[config.mk]
export PLATFORM = sky130hd
export DESIGN_NAME = quicksort_engine_with_op_counts_unit
export DESIGN_NICKNAME = d
export VERILOG_FILES = /design/src/rtl/qsort_pkg.sv /design/src/rtl/qsort_ram.sv /design/src/rtl/qsort_ctrl.sv /design/src/rtl/qsort_dp.sv /design/src/rtl/quicksort_engine_with_op_counts_unit.sv
export VERILOG_INCLUDE_DIRS = /design/src /design/src/rtl
export SDC_FILE = /design/constraint.sdc
export NUM_CORES = 2
export LEC_CHECK = 0
export ABC_AREA = 1
export ABC_CLOCK_PERIOD_IN_PS = 13500
export BUFFER_PORTS_ARGS = -buffer_cell sky130_fd_sc_hd__buf_2
export CAP_MARGIN = 20
export CORE_ASPECT_RATIO = 0.9
export CORE_MARGIN = 2
export CORE_UTILIZATION = 35
export DETAILED_ROUTE_END_ITERATION = 6
export PLACE_DENSITY_LB_ADDON = 0.25
export SYNTH_ARGS = -nofsm -noshare
export SYNTH_HDL_FRONTEND = slang
export SYNTH_SLANG_ARGS = --single-unit
[constraint.sdc]
create_clock -name clk -period 13.5 [get_ports clk]
set_input_delay 2.7 -clock clk [delete_from_list [all_inputs] [get_ports clk]]
set_output_delay 2.7 -clock clk [all_outputs]
set_load 0.02 [all_outputs]
[src/rtl/quicksort_engine_with_op_counts_unit_defines.svh]
// Assertion macros shared by the sort engine.
`ifndef QUICKSORT_ENGINE_WITH_OP_COUNTS_UNIT_DEFINES_SVH
`define QUICKSORT_ENGINE_WITH_OP_COUNTS_UNIT_DEFINES_SVH

// The consequent must hold in the same cycle as the antecedent.
`define QS_ASSERT_NOW(label, ante, cons, msg) \
  label: assert property (@(posedge clk) disable iff (!rst_n) (ante) |-> (cons)) \
    else $error(msg);

// The consequent must hold in the cycle after the antecedent.
`define QS_ASSERT_NEXT(label, ante, cons, msg) \
  label: assert property (@(posedge clk) disable iff (!rst_n) (ante) |=> (cons)) \
    else $error(msg);

`endif

[src/rtl/qsort_pkg.sv]
`default_nettype none
package qsort_pkg;

  // Width of the operation counters.
  localparam int CNT_W = 20;
  localparam int VAL_W = 32;
  localparam logic [2:0] INC_ONE  = 3'd1;
  localparam logic [2:0] INC_SWAP = 3'd4;

  typedef enum logic [4:0] {
    S_LOAD, S_INIT, S_PUSH0, S_POP, S_RANGE, S_MID, S_PIV,
    S_LRD, S_LCHK, S_HRD, S_HCHK, S_DECIDE, S_SWL, S_SWH,
    S_PUSHR, S_PUSHL, S_ORD, S_OLD, S_OWAIT
  } state_t;

  // Commands from the controller to the datapath.
  typedef struct packed {
    logic load_wr;
    logic init;
    logic push_full;
    logic pop;
    logic range_ld;
    logic rd_mid;
    logic piv_ld;
    logic rd_l;
    logic scan_l;
    logic rd_h;
    logic h_zero_cnt;
    logic scan_h;
    logic swap_l;
    logic swap_h;
    logic push_right;
    logic push_left;
    logic rd_out;
    logic out_ld;
    logic out_next;
    logic run_end;
  } cmd_t;

  // Status from the datapath to the controller.
  typedef struct packed {
    logic fill_lt2;
    logic sp_zero;
    logic l_lt_piv;
    logic piv_lt_h;
    logic h_zero;
    logic l_ge_h;
    logic out_is_last;
    logic full;
    logic dropped;
  } sts_t;

  // Add a small increment to a counter, sticking at the top value.
  function automatic logic [CNT_W-1:0] sat_add(logic [CNT_W-1:0] c, logic [2:0] n);
    logic [CNT_W:0] s;
    s = {1'b0, c} + {{(CNT_W-2){1'b0}}, n};
    return s[CNT_W] ? {CNT_W{1'b1}} : s[CNT_W-1:0];
  endfunction

endpackage
`default_nettype wire

[src/rtl/qsort_ram.sv]
`default_nettype none
module qsort_ram #(
  parameter int WIDTH = 32,
  parameter int DEPTH = 64
) (
  input  wire logic                     clk,
  input  wire logic                     we,
  input  wire logic [$clog2(DEPTH)-1:0] waddr,
  input  wire logic [WIDTH-1:0]         wdata,
  input  wire logic [$clog2(DEPTH)-1:0] raddr,
  output logic      [WIDTH-1:0]         rdata
);

  logic [WIDTH-1:0] mem [DEPTH];

  // One write port and one registered read port.
  always_ff @(posedge clk) begin
    if (we) begin
      mem[waddr] <= wdata;
    end
    rdata <= mem[raddr];
  end

endmodule
`default_nettype wire

[src/rtl/qsort_ctrl.sv]
`default_nettype none
module qsort_ctrl
  import qsort_pkg::*;
(
  input  wire logic clk,
  input  wire logic rst_n,
  input  wire logic in_valid,
  input  wire logic in_last,
  output logic      in_ready,
  output logic      out_valid,
  input  wire logic out_ready,
  input  wire sts_t sts,
  output cmd_t      cmd
);

  state_t state_r, state_nxt;

  // State register.
  always_ff @(posedge clk) begin
    if (!rst_n) begin
      state_r <= S_LOAD;
    end else begin
      state_r <= state_nxt;
    end
  end

  // Next state and commands.
  always_comb begin
    state_nxt = state_r;
    cmd       = '0;
    in_ready  = 1'b0;
    out_valid = 1'b0;
    unique case (state_r)
      S_LOAD: begin
        in_ready = 1'b1;
        if (in_valid) begin
          cmd.load_wr = 1'b1;
          if (in_last) state_nxt = S_INIT;
        end
      end
      S_INIT: begin
        cmd.init  = 1'b1;
        state_nxt = sts.fill_lt2 ? S_ORD : S_PUSH0;
      end
      S_PUSH0: begin
        cmd.push_full = 1'b1;
        state_nxt     = S_POP;
      end
      S_POP: begin
        if (sts.sp_zero) begin
          state_nxt = S_ORD;
        end else begin
          cmd.pop   = 1'b1;
          state_nxt = S_RANGE;
        end
      end
      S_RANGE: begin
        cmd.range_ld = 1'b1;
        state_nxt    = S_MID;
      end
      S_MID: begin
        cmd.rd_mid = 1'b1;
        state_nxt  = S_PIV;
      end
      S_PIV: begin
        cmd.piv_ld = 1'b1;
        state_nxt  = S_LRD;
      end
      S_LRD: begin
        cmd.rd_l  = 1'b1;
        state_nxt = S_LCHK;
      end
      S_LCHK: begin
        cmd.scan_l = 1'b1;
        state_nxt  = sts.l_lt_piv ? S_LRD : S_HRD;
      end
      S_HRD: begin
        if (sts.h_zero) begin
          cmd.h_zero_cnt = 1'b1;
          state_nxt      = S_DECIDE;
        end else begin
          cmd.rd_h  = 1'b1;
          state_nxt = S_HCHK;
        end
      end
      S_HCHK: begin
        cmd.scan_h = 1'b1;
        state_nxt  = sts.piv_lt_h ? S_HRD : S_DECIDE;
      end
      S_DECIDE: begin
        state_nxt = sts.l_ge_h ? S_PUSHR : S_SWL;
      end
      S_SWL: begin
        cmd.swap_l = 1'b1;
        state_nxt  = S_SWH;
      end
      S_SWH: begin
        cmd.swap_h = 1'b1;
        state_nxt  = S_LRD;
      end
      S_PUSHR: begin
        cmd.push_right = 1'b1;
        state_nxt      = S_PUSHL;
      end
      S_PUSHL: begin
        cmd.push_left = 1'b1;
        state_nxt     = S_POP;
      end
      S_ORD: begin
        cmd.rd_out = 1'b1;
        state_nxt  = S_OLD;
      end
      S_OLD: begin
        cmd.out_ld = 1'b1;
        state_nxt  = S_OWAIT;
      end
      S_OWAIT: begin
        out_valid = 1'b1;
        if (out_ready) begin
          if (sts.out_is_last) begin
            cmd.run_end = 1'b1;
            state_nxt   = S_LOAD;
          end else begin
            cmd.out_next = 1'b1;
            state_nxt    = S_ORD;
          end
        end
      end
      default: state_nxt = S_LOAD;
    endcase
  end

endmodule
`default_nettype wire

[src/rtl/qsort_dp.sv]
`default_nettype none
module qsort_dp
  import qsort_pkg::*;
#(
  parameter int MAX_ELEMENTS = 64
) (
  input  wire logic             clk,
  input  wire logic             rst_n,
  input  wire cmd_t             cmd,
  output sts_t                  sts,
  input  wire logic [VAL_W-1:0] in_value,
  output logic      [VAL_W-1:0] out_value,
  output logic                  out_last,
  output logic      [CNT_W-1:0] out_cmp,
  output logic      [CNT_W-1:0] out_acc,
  output logic                  out_ovf
);

  localparam int AW  = $clog2(MAX_ELEMENTS);
  localparam int SPW = $clog2(MAX_ELEMENTS + 1);
  localparam logic [SPW-1:0] FULL = SPW'(MAX_ELEMENTS);

  logic [SPW-1:0]   fill_r, sp_r;
  logic             drop_r;
  logic [CNT_W-1:0] cmp_r, acc_r;
  logic [AW-1:0]    lo_r, hi_r, l_r, h_r, idx_r;
  logic [VAL_W-1:0] piv_r, val_l_r, val_h_r;

  logic             e_we, s_we;
  logic [AW-1:0]    e_waddr, e_raddr, s_waddr, s_raddr, mid;
  logic [VAL_W-1:0] e_wdata, e_rdata;
  logic [2*AW-1:0]  s_wdata, s_rdata;
  logic [AW:0]      h_inc;
  logic             push_r_ok, push_l_ok, sp_room;

  qsort_ram #(.WIDTH(VAL_W), .DEPTH(MAX_ELEMENTS)) u_elem (
    .clk(clk), .we(e_we), .waddr(e_waddr), .wdata(e_wdata),
    .raddr(e_raddr), .rdata(e_rdata)
  );

  qsort_ram #(.WIDTH(2*AW), .DEPTH(MAX_ELEMENTS)) u_stack (
    .clk(clk), .we(s_we), .waddr(s_waddr), .wdata(s_wdata),
    .raddr(s_raddr), .rdata(s_rdata)
  );

  // Element store addressing.
  assign mid     = lo_r + ((hi_r - lo_r) >> 1);
  assign e_we    = (cmd.load_wr && !sts.full) || cmd.swap_l || cmd.swap_h;
  assign e_waddr = cmd.load_wr ? fill_r[AW-1:0] : (cmd.swap_l ? l_r : h_r);
  assign e_wdata = cmd.load_wr ? in_value : (cmd.swap_l ? val_h_r : val_l_r);

  always_comb begin
    if (cmd.rd_mid) begin
      e_raddr = mid;
    end else if (cmd.rd_l) begin
      e_raddr = l_r;
    end else if (cmd.rd_h) begin
      e_raddr = h_r;
    end else begin
      e_raddr = idx_r;
    end
  end

  // Range stack: push the sub-ranges that still hold two or more entries.
  assign h_inc     = {1'b0, h_r} + {{AW{1'b0}}, 1'b1};
  assign sp_room   = sp_r < FULL;
  assign push_r_ok = cmd.push_right && (h_inc < {1'b0, hi_r}) && sp_room;
  assign push_l_ok = cmd.push_left && (lo_r < h_r) && sp_room;
  assign s_we      = cmd.push_full || push_r_ok || push_l_ok;
  assign s_waddr   = sp_r[AW-1:0];
  assign s_raddr   = AW'(sp_r - SPW'(1));

  always_comb begin
    if (cmd.push_full) begin
      s_wdata = {{AW{1'b0}}, AW'(fill_r - SPW'(1))};
    end else if (cmd.push_right) begin
      s_wdata = {h_inc[AW-1:0], hi_r};
    end else begin
      s_wdata = {lo_r, h_r};
    end
  end

  // Status toward the controller.
  always_comb begin
    sts.fill_lt2    = fill_r < SPW'(2);
    sts.sp_zero     = sp_r == '0;
    sts.l_lt_piv    = $signed(e_rdata) < $signed(piv_r);
    sts.piv_lt_h    = $signed(piv_r) < $signed(e_rdata);
    sts.h_zero      = h_r == '0;
    sts.l_ge_h      = l_r >= h_r;
    sts.out_is_last = out_last;
    sts.full        = fill_r == FULL;
    sts.dropped     = drop_r;
  end

  // Control registers: fill level, stack pointer, counters and flag.
  always_ff @(posedge clk) begin
    if (!rst_n) begin
      fill_r <= '0;
      sp_r   <= '0;
      drop_r <= 1'b0;
      cmp_r  <= '0;
      acc_r  <= '0;
    end else begin
      if (cmd.load_wr) begin
        if (sts.full) drop_r <= 1'b1;
        else          fill_r <= fill_r + SPW'(1);
      end
      if (cmd.init) begin
        sp_r  <= '0;
        cmp_r <= '0;
        acc_r <= '0;
      end
      if (s_we) sp_r <= sp_r + SPW'(1);
      if (cmd.pop) sp_r <= sp_r - SPW'(1);
      if (cmd.rd_mid) acc_r <= sat_add(acc_r, INC_ONE);
      if (cmd.scan_l || cmd.scan_h || cmd.h_zero_cnt) begin
        cmp_r <= sat_add(cmp_r, INC_ONE);
        acc_r <= sat_add(acc_r, INC_ONE);
      end
      if (cmd.swap_l) acc_r <= sat_add(acc_r, INC_SWAP);
      if (cmd.run_end) begin
        fill_r <= '0;
        drop_r <= 1'b0;
        sp_r   <= '0;
      end
    end
  end

  // Partition indices, pivot, scan values and the output register.
  always_ff @(posedge clk) begin
    if (cmd.init) idx_r <= '0;
    if (cmd.out_next) idx_r <= idx_r + AW'(1);
    if (cmd.range_ld) begin
      lo_r <= s_rdata[2*AW-1:AW];
      hi_r <= s_rdata[AW-1:0];
      l_r  <= s_rdata[2*AW-1:AW];
      h_r  <= s_rdata[AW-1:0];
    end
    if (cmd.piv_ld) piv_r <= e_rdata;
    if (cmd.scan_l) begin
      if (sts.l_lt_piv) l_r <= l_r + AW'(1);
      else              val_l_r <= e_rdata;
    end
    if (cmd.scan_h) begin
      if (sts.piv_lt_h) h_r <= h_r - AW'(1);
      else              val_h_r <= e_rdata;
    end
    if (cmd.swap_h) begin
      l_r <= l_r + AW'(1);
      h_r <= h_r - AW'(1);
    end
    if (cmd.out_ld) begin
      out_value <= e_rdata;
      out_last  <= SPW'(idx_r) == (fill_r - SPW'(1));
      out_cmp   <= cmp_r;
      out_acc   <= acc_r;
      out_ovf   <= drop_r;
    end
  end

endmodule
`default_nettype wire

[src/rtl/quicksort_engine_with_op_counts_unit.sv]
// Loading: one input request per cycle; the sort starts after the request marked last.
// Sorting: each scan test reads the registered element memory and then compares; each
// partition round ends in a decision step, each swap writes the low and then the high
// entry, and each popped range is loaded and its middle element read as the pivot.
// Output: each result takes a memory read, an output load and then a handshake.
// Reset (rst_n low, synchronous) empties the store, clears counters and the overflow flag.
`default_nettype none
module quicksort_engine_with_op_counts_unit
  import qsort_pkg::*;
#(
  parameter int MAX_ELEMENTS = 64
) (
  input  wire logic        clk,
  input  wire logic        rst_n,
  input  wire logic        in_tvalid,
  output logic             in_tready,
  input  wire logic [31:0] in_tdata,   // value[31:0]
  input  wire logic        in_tlast,   // is_last
  output logic             out_tvalid,
  input  wire logic        out_tready,
  output logic      [71:0] out_tdata,  // sorted_value[31:0], compare_count[51:32],
                                       // access_count[71:52]
  output logic             out_tlast,  // last_out
  output logic             out_tuser   // overflow
);

  `include "quicksort_engine_with_op_counts_unit_defines.svh"

  cmd_t             cmd;
  sts_t             sts;
  logic [VAL_W-1:0] sorted_value;
  logic [CNT_W-1:0] compare_count, access_count;

  qsort_ctrl u_ctrl (
    .clk(clk), .rst_n(rst_n),
    .in_valid(in_tvalid), .in_last(in_tlast), .in_ready(in_tready),
    .out_valid(out_tvalid), .out_ready(out_tready),
    .sts(sts), .cmd(cmd)
  );

  qsort_dp #(.MAX_ELEMENTS(MAX_ELEMENTS)) u_dp (
    .clk(clk), .rst_n(rst_n), .cmd(cmd), .sts(sts),
    .in_value(in_tdata),
    .out_value(sorted_value), .out_last(out_tlast),
    .out_cmp(compare_count), .out_acc(access_count), .out_ovf(out_tuser)
  );

  // Pack the result fields.
  assign out_tdata = {access_count, compare_count, sorted_value};

  // Loading and emitting never overlap.
  `QS_ASSERT_NOW(a_no_overlap, in_tready, !out_tvalid, "input taken while emitting")
  // After the final result the block goes back to loading.
  `QS_ASSERT_NEXT(a_back_to_load, out_tvalid && out_tready && out_tlast, in_tready,
    "block did not return to loading")
  // A request that arrives with the store full sets the drop flag.
  `QS_ASSERT_NEXT(a_drop_flag, in_tvalid && in_tready && sts.full && !in_tlast, sts.dropped,
    "drop flag not set on full store")

endmodule
`default_nettype wire
==> flow_metrics.py <==
metrics = {
    "placement": {
        "dp_hpwl_mm": 207.1,
        "port-buffer-count": 112,
        "place_inst": 16244,
        "dp_slack_ns": 7.030,
        "placed_area_sq_um": 140000,
        "gp_congestion": 0.8403,
    },
    "sta": {
        "setup_violations": 0,
        "final-max-slew-violation-count": 0,
        "rsz0062_at_grt": "no",
        "finalCritPeriodShare_pct": 45.55,
        "worst_hold_slack_ns": 0.4420,
        "hold_viol": 0,
        "worst_slack_ns": 7.351,
        "finalClockSkew_ns": 0.05432,
        "max_freq_mhz": 162.6,
        "post-route-min-period_ns": 6.149,
        "tns_ns": 0,
        "slew_headroom_pct": 25.04,
        "worst_slew_pin_slew_ns": 1.122,
    },
    "worst_hold_path": {
        "holdPathStages": 0,
        "hold_class": "flop to flop",
        "whs_endpoint": "u_dp.lo_r[3]",
        "holdCritStartpoint": "u_dp.u_stack.rdata[9]",
    },
    "synthesis": {
        "synthFlopType": "edfxtp_1",
        "ys_async_sr_fraction_pct": 0,
        "ys_ff_latch": 3120,
        "yosys_warnings": 0,
        "syn_avg_cell_area_sq_um": 11.51,
        "synthTopCellsByArea": "edfxtp_1 (68%), nand3_1 (8.8%), nand2_1 (6.4%)",
        "yosysTopAreaCell": "edfxtp_1",
        "syn_nets": 11672,
        "synth_edf_count": 3004,
        "syn_inst": 11563,
        "synth_top_area_share_pct": 67.79,
        "synth_cell_types": 59,
        "ys_seq_area_share_pct": 69.54,
        "synthesis.area_sq_um": 133100,
    },
    "worst_setup_path": {
        "rr_worst_depth": 17,
        "reg2reg_from": "u_dp.lo_r[0]",
        "cp-end-kind": "flop",
        "cp.buffers_inverters": 5,
        "cp-startpoint": "u_dp.lo_r[0]",
        "start_kind": "flop",
        "r2r_end": "u_dp.u_elem.rdata[14]",
        "path_class": "flop to flop",
        "reg2reg_slack_ns": 7.35,
        "cp.arrival_ns": 6.92,
        "required_ns": 14.27,
        "slowest_delay_ns": 0.78,
        "crit_chain": "nand2_1 -> fa_1 -> xor2_1 -> inv_1 -> fa_1 -> xnor2_1 -> nand2_1 -> o21ai_4 -> buf_4 -> inv_8 -> buf_4 -> buf_4 -> nand3_1 -> nand3_1 -> nand3_1 -> nand3_1 -> nand2_1",
        "crit_family": "buffers and inverters",
        "slowest_stage": "buf_4",
        "cp_max_fo": 83,
        "crit_top_cell": "nand3_1",
    },
    "layout": {
        "finish.utilization_pct": 39.82,
        "fin_area_sq_um": 150600,
        "layout.cells.non_filler": 16839,
        "regArea_sq_um": 92530,
        "drive_above_1_share_pct": 8.294,
        "fillers": 35923,
        "num-nets-final": 11614,
        "multi_input_area_sq_um": 34800,
        "synthToLayoutAreaGrowth_pct": 13.15,
    },
    "detailed_routing": {
        "post_drt_wl_per_cell_microns": 23.04,
        "drc": 10,
        "first_iter_violations": 9773,
        "vias": 87240,
        "ant_nets": 0,
        "vias_per_cell": 5.181,
        "drt_pass1_iterations": 7,
        "wl_mm": 388.0,
    },
    "grt": {
        "grt_pass1_wl_mm": 567.4,
        "grt_pass1_vias": 81794,
        "grtUsageTotal_pct": 19.58,
        "grt-ovfl-total": 0,
        "antenna_found_initial": 21,
        "grt_max_degree": 181,
    },
    "cts": {
        "cts_resized": 0,
        "cts_tree": "built",
        "cts.sink_count": 3120,
        "cts_inserted_buffers": 323,
        "insertion_delay_ns": 0.90,
        "hold_buffers": 0,
        "h-tree-depth": 5,
        "postCtsSetupRepairBufs": 0,
        "path_clk_slew_ns": 0.06,
        "cts-root-buf": "clkbuf_16",
        "clock_path_buffers": 4,
    },
    "outcome": {
        "failed_checks": "design-rule violations",
        "status": "finished, violations left",
    },
    "job": {
        "drv_cap": 0,
    },
    "floorplan": {
        "io_pins": 113,
        "die_w_microns": 653.9,
        "start_util_pct": 35.19,
        "die_area_sq_um": 385100,
        "core_area_sq_um": 378100,
        "num_rows": 214,
        "die_h_microns": 588.9,
    },
    "power": {
        "peakVddDrop_uv": 113.7,
        "power_density_nw_per_um2": 161.2,
        "finalPower_mw": 24.26,
        "p_leak_nw": 54.63,
    },
}
[synthesized netlist by cell type (10+ instances only)]
cell type  instances
nor3_1            35
buf_4             19
dfxtp_1          116
o21ai_0          311
inv_1            987
edfxtp_1        3004
ha_1              70
o32ai_1           62
a31oi_1           40
clkbuf_1         374
buf_1            109
buf_2            242
nand4_1           16
nand3b_1         386
o21ai_1           10
nand3_1         2335
a21oi_1           91
mux2i_1          133
o221ai_1         132
xor2_1            52
o211ai_1          65
nor2_1           604
nand2_1         2267
[metal layers]
layer	routed length (microns)	part of all wire, %	up-vias	track usage (%)
met5	0	0	-	0
li1	-	-	40648	-
met2	179000	46	2909	30.83
met4	11210	2.9	0	5.815
met3	22830	5.9	560	2.222
met1	174900	45	43123	28.46
[worst max path at each step]
stage                                          to  cells after the start
final                       u_dp.u_elem.rdata[14]                     17
after global placement    u_dp.u_elem.mem[44][22]                      6
after detailed placement  u_dp.u_elem.mem[44][22]                      6
after global routing        u_dp.u_elem.rdata[14]                     17
after CTS                   u_dp.u_elem.rdata[14]                     17
after floorplan            u_dp.u_elem.mem[56][0]                      8
[final cells by class]
type	count	area share (%)
well taps	5076	4.218
flip-flops and latches	3120	61.46
repair buffers	366	1.872
clock buffers	413	5.814
diodes	7	0.01163
multi-input cells	6694	23.12
clock inverters	163	0.9989
inverters	1000	2.509
[report_power, final]
part / leakage [nW] / internal, mW / total, mW / switching (mW)
logic: 21.8 / 0.856 / 3.81 / 2.95
registers: 27.8 / 11.4 / 11.6 / 0.259
clock network: 5.01 / 5.06 / 8.83 / 3.77
total: 54.6 / 17.3 / 24.3 / 6.98
[cells in the final DEF, fill, tap and decap left out, types with 65 or more instances in the layout]
cell type,synthesis,layout
a21oi_1,91,86
buf_2,242,112
buf_4,19,223
clkbuf_1,374,68
clkbuf_16,0,333
clkinv_1,4,71
dfxtp_1,116,115
edfxtp_1,3004,3004
ha_1,70,69
inv_1,987,981
mux2i_1,133,130
nand2_1,2267,2265
nand3_1,2335,2335
nand3b_1,386,386
nor2_1,604,541
o211ai_1,65,65
o21ai_0,311,308
o221ai_1,132,132
[cells by family (layout without fill, tap and decap cells)]
kind of cell | after synthesis | count (layout) | synth area share, %
other cells | 0 | 7 | 0
mux | 133 | 133 | 1.001
fa+ha+maj | 72 | 72 | 0.6883
simple gates | 5676 | 5676 | 19.51
compound gates | 755 | 755 | 3.640
xor+xnor | 58 | 58 | 0.3818
flops | 3120 | 3120 | 69.54
buf+inv | 1749 | 1942 | 5.239
[worst reg2reg max path, cell delays in order, from the launching register on]
cell,delay [ns]
edfxtp_1,0.43
nand2_1,0.13
fa_1,0.41
xor2_1,0.24
inv_1,0.08
fa_1,0.41
xnor2_1,0.15
nand2_1,0.12
o21ai_4,0.07
buf_4,0.34
inv_8,0.72
buf_4,0.61
buf_4,0.85
nand3_1,0.28
nand3_1,0.16
nand3_1,0.36
nand3_1,0.55
nand2_1,0.11
[sequential cells by signal, summed over array words and instances, names as in the netlist, 20 cells and up]
name	count
u_dp.cmp_r	20
u_dp.u_elem.mem	2048
u_dp.acc_r	20
u_dp.val_l_r	32
u_dp.u_stack.mem	768
u_dp.val_h_r	32
u_dp.out_cmp	20
u_dp.piv_r	32
u_dp.u_elem.rdata	32
u_dp.out_value	32
u_dp.out_acc	20
Note: power is estimated with default switching activity, not from simulation.
